$ cat src/design/rspg_pkg.sv
// Shared types, constants and GF(256) arithmetic for the RS parity generator.
// No dependencies; used by rspg_gen_derive and rs_parity_generator_gf256_core.
`default_nettype none

package rspg_pkg;

    localparam int DATA_W       = 8;
    localparam int CFG_W        = 6;
    localparam int MIN_DEGREE   = 2;
    localparam int RESET_DEGREE = 10;

    // Low byte of the field polynomial x^8 + x^4 + x^3 + x^2 + 1
    localparam logic [DATA_W-1:0] GF_POLY_LOW = 8'h1D;
    localparam logic [DATA_W-1:0] GF_ONE      = 8'h01;

    typedef struct packed {
        logic [DATA_W-1:0] data_byte;
        logic              block_end;
    } t_in_item;

    typedef struct packed {
        logic [DATA_W-1:0] parity_byte;
        logic              parity_last;
    } t_out_item;

    // Multiply by alpha (x) modulo the field polynomial
    function automatic logic [DATA_W-1:0] gf_xtime(input logic [DATA_W-1:0] a);
        gf_xtime = {a[DATA_W-2:0], 1'b0} ^ (a[DATA_W-1] ? GF_POLY_LOW : '0);
    endfunction

    // Full GF(256) multiply, MSB-first shift and add over the bits of b
    function automatic logic [DATA_W-1:0] gf_mul(input logic [DATA_W-1:0] a,
                                                 input logic [DATA_W-1:0] b);
        logic [DATA_W-1:0] acc;
        acc = '0;
        for (int bit_idx = DATA_W - 1; bit_idx >= 0; bit_idx--) begin
            acc = gf_xtime(acc);
            acc = acc ^ (b[bit_idx] ? a : '0);
        end
        gf_mul = acc;
    endfunction

endpackage

`default_nettype wire

$ cat src/design/rspg_gen_derive.sv
// Iterative derivation of the monic RS generator polynomial, one root per cycle.
// Depends on rspg_pkg (gf_mul, gf_xtime, constants).
`default_nettype none

module rspg_gen_derive #(
    parameter int MAX_DEGREE = 32,
    parameter int DW         = 6
) (
    input  wire logic                                        i_clk,
    input  wire logic                                        i_rst_n,
    input  wire logic                                        i_start,
    input  wire logic [DW-1:0]                               i_degree,
    output logic                                             o_busy,
    output logic [MAX_DEGREE-1:0][rspg_pkg::DATA_W-1:0]      o_coeffs
);

    logic [MAX_DEGREE-1:0][rspg_pkg::DATA_W-1:0] r_coeffs;
    logic [MAX_DEGREE-1:0][rspg_pkg::DATA_W-1:0] n_coeffs_init;
    logic [MAX_DEGREE-1:0][rspg_pkg::DATA_W-1:0] n_coeffs_step;
    logic [rspg_pkg::DATA_W-1:0]                 r_root;
    logic [DW-1:0]                               r_iter;
    logic                                        r_busy;

    // Start value: only the leading stored coefficient is one
    // One root step: c[j] = c[j]*root + c[j+1] over the active taps
    for (genvar j = 0; j < MAX_DEGREE; j++) begin : g_tap
        logic [rspg_pkg::DATA_W-1:0] upper;
        if (j + 1 < MAX_DEGREE) begin : g_upper
            assign upper = (DW'(j + 1) < i_degree) ? r_coeffs[j+1] : '0;
        end else begin : g_top
            assign upper = '0;
        end
        assign n_coeffs_init[j] = (DW'(j + 1) == i_degree) ? rspg_pkg::GF_ONE : '0;
        assign n_coeffs_step[j] = (DW'(j) < i_degree)
                                ? (rspg_pkg::gf_mul(r_coeffs[j], r_root) ^ upper)
                                : r_coeffs[j];
    end

    // Sequence control: load on start, one root per cycle until degree roots done
    always_ff @(posedge i_clk) begin
        if (!i_rst_n) begin
            r_busy <= 1'b0;
            r_iter <= '0;
        end else if (i_start) begin
            r_busy <= 1'b1;
            r_iter <= '0;
        end else if (r_busy) begin
            if (r_iter == i_degree - DW'(1)) begin
                r_busy <= 1'b0;
            end
            r_iter <= r_iter + DW'(1);
        end
    end

    // Coefficient store and running root
    always_ff @(posedge i_clk) begin
        if (i_start) begin
            r_coeffs <= n_coeffs_init;
            r_root   <= rspg_pkg::GF_ONE;
        end else if (r_busy) begin
            r_coeffs <= n_coeffs_step;
            r_root   <= rspg_pkg::gf_xtime(r_root);
        end
    end

    assign o_busy   = r_busy;
    assign o_coeffs = r_coeffs;

endmodule

`default_nettype wire

$ cat config.mk
export PLATFORM = sky130hd
export DESIGN_NAME = rspg_gen_derive
export DESIGN_NICKNAME = d
export VERILOG_FILES = /design/src/design/rspg_pkg.sv /design/src/design/rspg_gen_derive.sv
export SDC_FILE = /design/constraint.sdc
export NUM_CORES = 2
export LEC_CHECK = 0
export ABC_CLOCK_PERIOD_IN_PS = 5450
export BUFFER_PORTS_ARGS = -buffer_cell sky130_fd_sc_hd__buf_2
export CAP_MARGIN = 20
export CELL_PAD_IN_SITES_DETAIL_PLACEMENT = 1
export CELL_PAD_IN_SITES_GLOBAL_PLACEMENT = 2
export CORE_UTILIZATION = 30
export DETAILED_ROUTE_END_ITERATION = 16
export PLACE_DENSITY_LB_ADDON = 0.1
export SYNTH_ARGS = -nofsm -noshare
export SYNTH_HDL_FRONTEND = slang
export SYNTH_SLANG_ARGS = --single-unit
$ cat constraint.sdc
create_clock -name i_clk -period 5.45 [get_ports i_clk]
set_input_delay 1.09 -clock i_clk [delete_from_list [all_inputs] [get_ports i_clk]]
set_output_delay 1.09 -clock i_clk [all_outputs]
set_load 0.01 [all_outputs]
# Word-level counts from Yosys, hierarchy flattened
# Cells that the tools add are included.
# classes
add_sub_neg	2
n_lt_le_gt_ge	32
n_eq_ne	33
n_mux	581
n_bitwise	481
reduce_logical	66
# op_table
op	count
two-way mux 8 bit	319
XOR 8 bit	255
XOR 8 x 5 -> 8 bit	225
two-way mux 5 bit	225
two-way mux 256 bit	2
equality test 5 x 6 -> 1 bit, first input constant	16
< comparator 5 x 6 -> 1 bit, first input constant	16
nonzero test 2 bit	33
AND reduction 2 bit	32
equality test 4 x 6 -> 1 bit, first input constant	8
< comparator 4 x 6 -> 1 bit, first input constant	8
two-way mux 1 bit	35
equality test 3 x 6 -> 1 bit, first input constant	4
< comparator 3 x 6 -> 1 bit, first input constant	4
equality test 2 x 6 -> 1 bit, first input constant	2
< comparator 1 x 6 -> 1 bit, first input constant	2
< comparator 2 x 6 -> 1 bit, first input constant	2
adder 6 x 1 -> 6 bit, second input constant	1
equality test 1 x 6 -> 1 bit, first input constant	1
equality test 6 bit	1
equality test 6 bit, first input constant	1
subtractor 6 x 1 -> 6 bit, second input constant	1
OR reduction 2 bit	1
NOT 1 bit	1
# totals
regBits	271
inputBits	9

# Depth between registers and ports, before layout
# depth
word_depth	26
mapped_depth	15

# Worst setup path after synthesis
# Ideal clock, no wire load.
# synth_timing
kind	input -> register
start	in i_degree[0]
end	reg r_coeffs, in the netlist o_coeffs[236] (data pin)
setup_time_ns	0.260
arrival_time_ns	3.247
path_slack_ns	1.944
stages	9
cell_sequence	ha_1 > clkbuf_1 > inv_1 > o31ai_1 > nand2_1 > xnor2_1 > xnor2_1 > xnor2_1 > mux2_2
# synth_via
elab_chain_len	6
# synth_lines
item	line_no	source
start: declaration	rspg_gen_derive.sv:12	input wire logic [DW-1:0] i_degree,
< comparator 5 x 6 -> 1 bit	rspg_gen_derive.sv:29	assign upper = (DW'(j + 1) < i_degree) ? r_coeffs[j+1] : '0;
two-way mux 8 bit	rspg_gen_derive.sv:29	
XOR 8 bit	rspg_gen_derive.sv:35	? (rspg_pkg::gf_mul(r_coeffs[j], r_root) ^ upper)
two-way mux 8 bit	rspg_gen_derive.sv:35	
two-way mux 256 bit	rspg_gen_derive.sv:60	end else if (r_busy) begin
two-way mux 256 bit	rspg_gen_derive.sv:57	if (i_start) begin
end signal: assignment	rspg_gen_derive.sv:58	r_coeffs <= n_coeffs_init;
end signal: assignment	rspg_gen_derive.sv:61	r_coeffs <= n_coeffs_step;
end: declaration	rspg_gen_derive.sv:17	logic [MAX_DEGREE-1:0][rspg_pkg::DATA_W-1:0] r_coeffs;
# No other way between the ends. The select of a mux whose other input is x is not followed.
# A chain may end at the register's enable or synchronous reset.

# Final worst setup path
# layout_timing
start	reg r_root[7] (netlist name)
end	reg r_coeffs, in the netlist o_coeffs[188] (data pin)
# layout_via
elab_chain_len	21
# layout_lines
item	line_no	source
start: declaration	rspg_gen_derive.sv:20	logic [rspg_pkg::DATA_W-1:0] r_root;
start signal: assignment	rspg_gen_derive.sv:59	r_root <= rspg_pkg::GF_ONE;
start signal: assignment	rspg_gen_derive.sv:62	r_root <= rspg_pkg::gf_xtime(r_root);
two-way mux 8 bit (*)	rspg_pkg.sv:38	acc = acc ^ (b[bit_idx] ? a : '0);
two-way mux 5 bit / XOR 8 x 5 -> 8 bit (equally long branches)	rspg_pkg.sv:28	gf_xtime = {a[DATA_W-2:0], 1'b0} ^ (a[DATA_W-1] ? GF_POLY_LOW : '0);
XOR 8 x 5 -> 8 bit (*)	rspg_pkg.sv:28	
XOR 8 bit (*)	rspg_pkg.sv:38	
XOR 8 x 5 -> 8 bit (*)	rspg_pkg.sv:28	
XOR 8 bit (*)	rspg_pkg.sv:38	
XOR 8 x 5 -> 8 bit (*)	rspg_pkg.sv:28	
XOR 8 bit (*)	rspg_pkg.sv:38	
(+5 left out)	--	
XOR 8 x 5 -> 8 bit (*)	rspg_pkg.sv:28	
XOR 8 bit (*)	rspg_pkg.sv:38	
XOR 8 x 5 -> 8 bit (*)	rspg_pkg.sv:28	
XOR 8 bit (*)	rspg_pkg.sv:38	
XOR 8 bit (*)	rspg_gen_derive.sv:35	
two-way mux 8 bit (*)	rspg_gen_derive.sv:35	
two-way mux 256 bit (*)	rspg_gen_derive.sv:60	
two-way mux 256 bit (*)	rspg_gen_derive.sv:57	
# Mark *: on every way between the ends. The rest lies on a longest branch, timed or not. The select of a mux whose other input is x is not followed.

==> reports/metrics.yaml <==
sta:
  hold_violations: 0
  setup_violations: 0
  fin_setup_tns_ps: 0
  worst_pin_slew_ps: 1040
  slew_headroom_pct: 30.3
  fmax_ghz: 0.266
  final_max_slew_viol_count: 0
  rsz0062_at_grt: "false"
  fin_crit_sh_pct: 69.0
  skew_ps: 24.3
  setup_ws_ps: 1690
  post-route-min-period_ps: 3760
pwr:
  p_comb_share_pct: 52.6
  p_seq_share_pct: 32.1
  power.total_mw: 19.8
  p_sw_mw: 9.27
  p_clk_share_pct: 15.4
  p_sw_share_pct: 46.8
  power_density_nw_per_um2: 387
  vdd_ir_drop_max_mv: 0.219
  leakage_nw: 18.0
  internal_power_mw: 10.5
critical_path:
  crit_path_max_fanout: 55
  required_ps: 5800
  criticalPathCategory: "flop to flop"
  crit_path_start_kind: "flop"
  cp_data_arrival_time_ps: 4110
  end_kind: "flop"
die:
  fp.coreArea_um2: 157000
  rows: 145
  die_height_um: 400
  start_util_pct: 30.3
  io_pins: 266
  dieArea_um2: 160000
  fp.dieW_um: 400
synthesis:
  synth_cell_types: 67
  yosys-top-cells-area: "xnor2_1 30%, nand2_1 17%, edfxtp_1 16%, xnor3_1 8.3%, xor2_1 8.0%"
  ys_async_sr_fraction_pct: 0
  synth_top_area_share_pct: 30.1
  syn_nets: 6221
  synth_ff_type: "edfxtp_1"
  yosysTopAreaCell: "xnor2_1"
  synth_seq_cells: 271
  avgSynthCellArea_um2: 7.66
  synth_area_um2: 47600
  syn_inst: 6207
  ys_warn_count: 0
  synth_edf_count: 256
  synth_seq_area_share_pct: 16.8
clocking:
  cts_buffers: 44
  cts.sinks: 271
  clkTransAtPathRegs_ps: 60
  cts_resized: 0
  cts_root_buf: "clkbuf_16"
  clk_path_buf_depth: 3
  cts_hold_buf: 0
  insertion_delay_ps: 640
  h-tree-depth: 2
  post_cts_buffers: 0
  cts_tree: "done"
hold_path:
  hold_path_class: "flop to flop"
finish:
  drive_above_1_share_pct: 9.45
  fillers: 18900
  final_cell_mix: "2196 x nand2_1, 1632 x xnor2_1, 435 x xor2_1"
  final_common_cell: "nand2_1"
  finalNetCount: 6060
  syn_to_final_growth_pct: 7.56
global_routing:
  grt_pass1_wl_um: 277000
  antenna_found_initial: 7
  track_usage_pct: 22.8
  grt_pass1_vias: 40300
  grt_max_degree: 111
  overflow: 0
detailed_routing:
  vias_per_cell: 4.83
  finalWirelength_um: 184000
  drt_iter0_markers: 2019
  drc_errors: 0
  wl_per_cell_um: 22.6
  ant_nets: 0
  first_pass_iters: 5
  via_count: 39400
outcome:
  status: "completed"
place:
  port_buffers: 265
  gp_congestion: 0.772
  pre_cts_ws_ps: 1190
  dp_hpwl_um: 124000
job:
  drv_cap: 0
[path summary, 6_finish.rpt]
| check | from | end | slack, ps | depth (start not counted) |
|---|---|---|---|---|
| hold reg to reg | r_iter[5] | r_iter[5] | 510 | 2 |
| hold / removal | r_iter[5] | r_iter[5] | 510 | 2 |
| setup reg to reg | r_root[7] | o_coeffs[188] | 1690 | 8 |
| setup / recovery | r_root[7] | o_coeffs[188] | 1690 | 8 |
[sequential cells by signal (all words and copies together) (netlist names)]
register,flops
o_coeffs,256
r_root,8
o_busy,1
r_iter,6
[power by group through the flow]
stage	combinational, mW	clock (mW)	sequential, mW
floorplan	9.56	0	4.04
global placement	10.3	0	6.51
detailed placement	10.5	0	6.49
CTS	10.6	3.14	6.46
global route	11.5	3.17	6.62
finish	10.4	3.04	6.35
[cells in the mapped netlist (40+ instances only)]
cell type	n
a21oi_1	49
buf_1	92
buf_2	126
buf_4	43
buf_6	41
clkbuf_1	278
edfxtp_1	256
mux2_2	40
mux2i_1	91
nand2_1	2196
nand2b_1	52
nor2_1	279
o21ai_0	42
xnor2_1	1632
xnor2_2	41
xnor3_1	176
xor2_1	435
[metrics by stage]
step           utilization (%)  hold WS, ps  instances  cell area [um^2]
3_3_place_gp              31.7          491       8057             49700
2_1_floorplan                -          470       6207             47600
6_report                  32.6          512       8146             51100
3_5_place_dp              31.7          502       8058             49700
4_1_cts                   32.6          512       8140             51100
5_1_grt                   32.6          549       8141             51100
[cell families (layout without fill, tap and decap cells)]
| kind of cell | count (synthesis) | after routing | synth area share, % |
|---|---|---|---|
| muxes | 131 | 131 | 2.86 |
| other | 0 | 6 | 0 |
| buffers and inverters | 613 | 488 | 6.36 |
| DFF | 271 | 271 | 16.8 |
| adders and majority gates | 5 | 5 | 0.132 |
| xor gates and xnor gates | 2304 | 2304 | 48.6 |
| AOI/OAI and AO/OA | 240 | 240 | 3.39 |
| and+or+nand+nor | 2643 | 2643 | 21.8 |
[metal layers]
| layer | wire [um] | track usage [%] |
|---|---|---|
| met1 | 87400 | 31.1 |
| met2 | 87300 | 38.3 |
| met3 | 6010 | 2.56 |
| met4 | 3660 | 4.73 |
| met5 | 34 | 0 |
[critical path: stages (launching register included)]
cell and delay [ps]:
dfxtp_4 970, buf_4 420, nand2_1 90, xnor3_1 460, xnor3_1 460, xnor2_2 350, xnor3_1 480, xnor2_1 150
nor2_1 50
[area by class of cell]
type	count	area, um^2	share of cell area, %
clock buffers	61	1230	2.40
well taps	2058	2570	5.03
inverters	25	93.8	0.183
diodes	6	15.0	0.0294
repair buffers	381	2440	4.78
clock inverters	21	226	0.443
flip-flops and latches	271	8020	15.7
multi-input cells	5323	36500	71.5
Power figures use the tool's default switching activity.
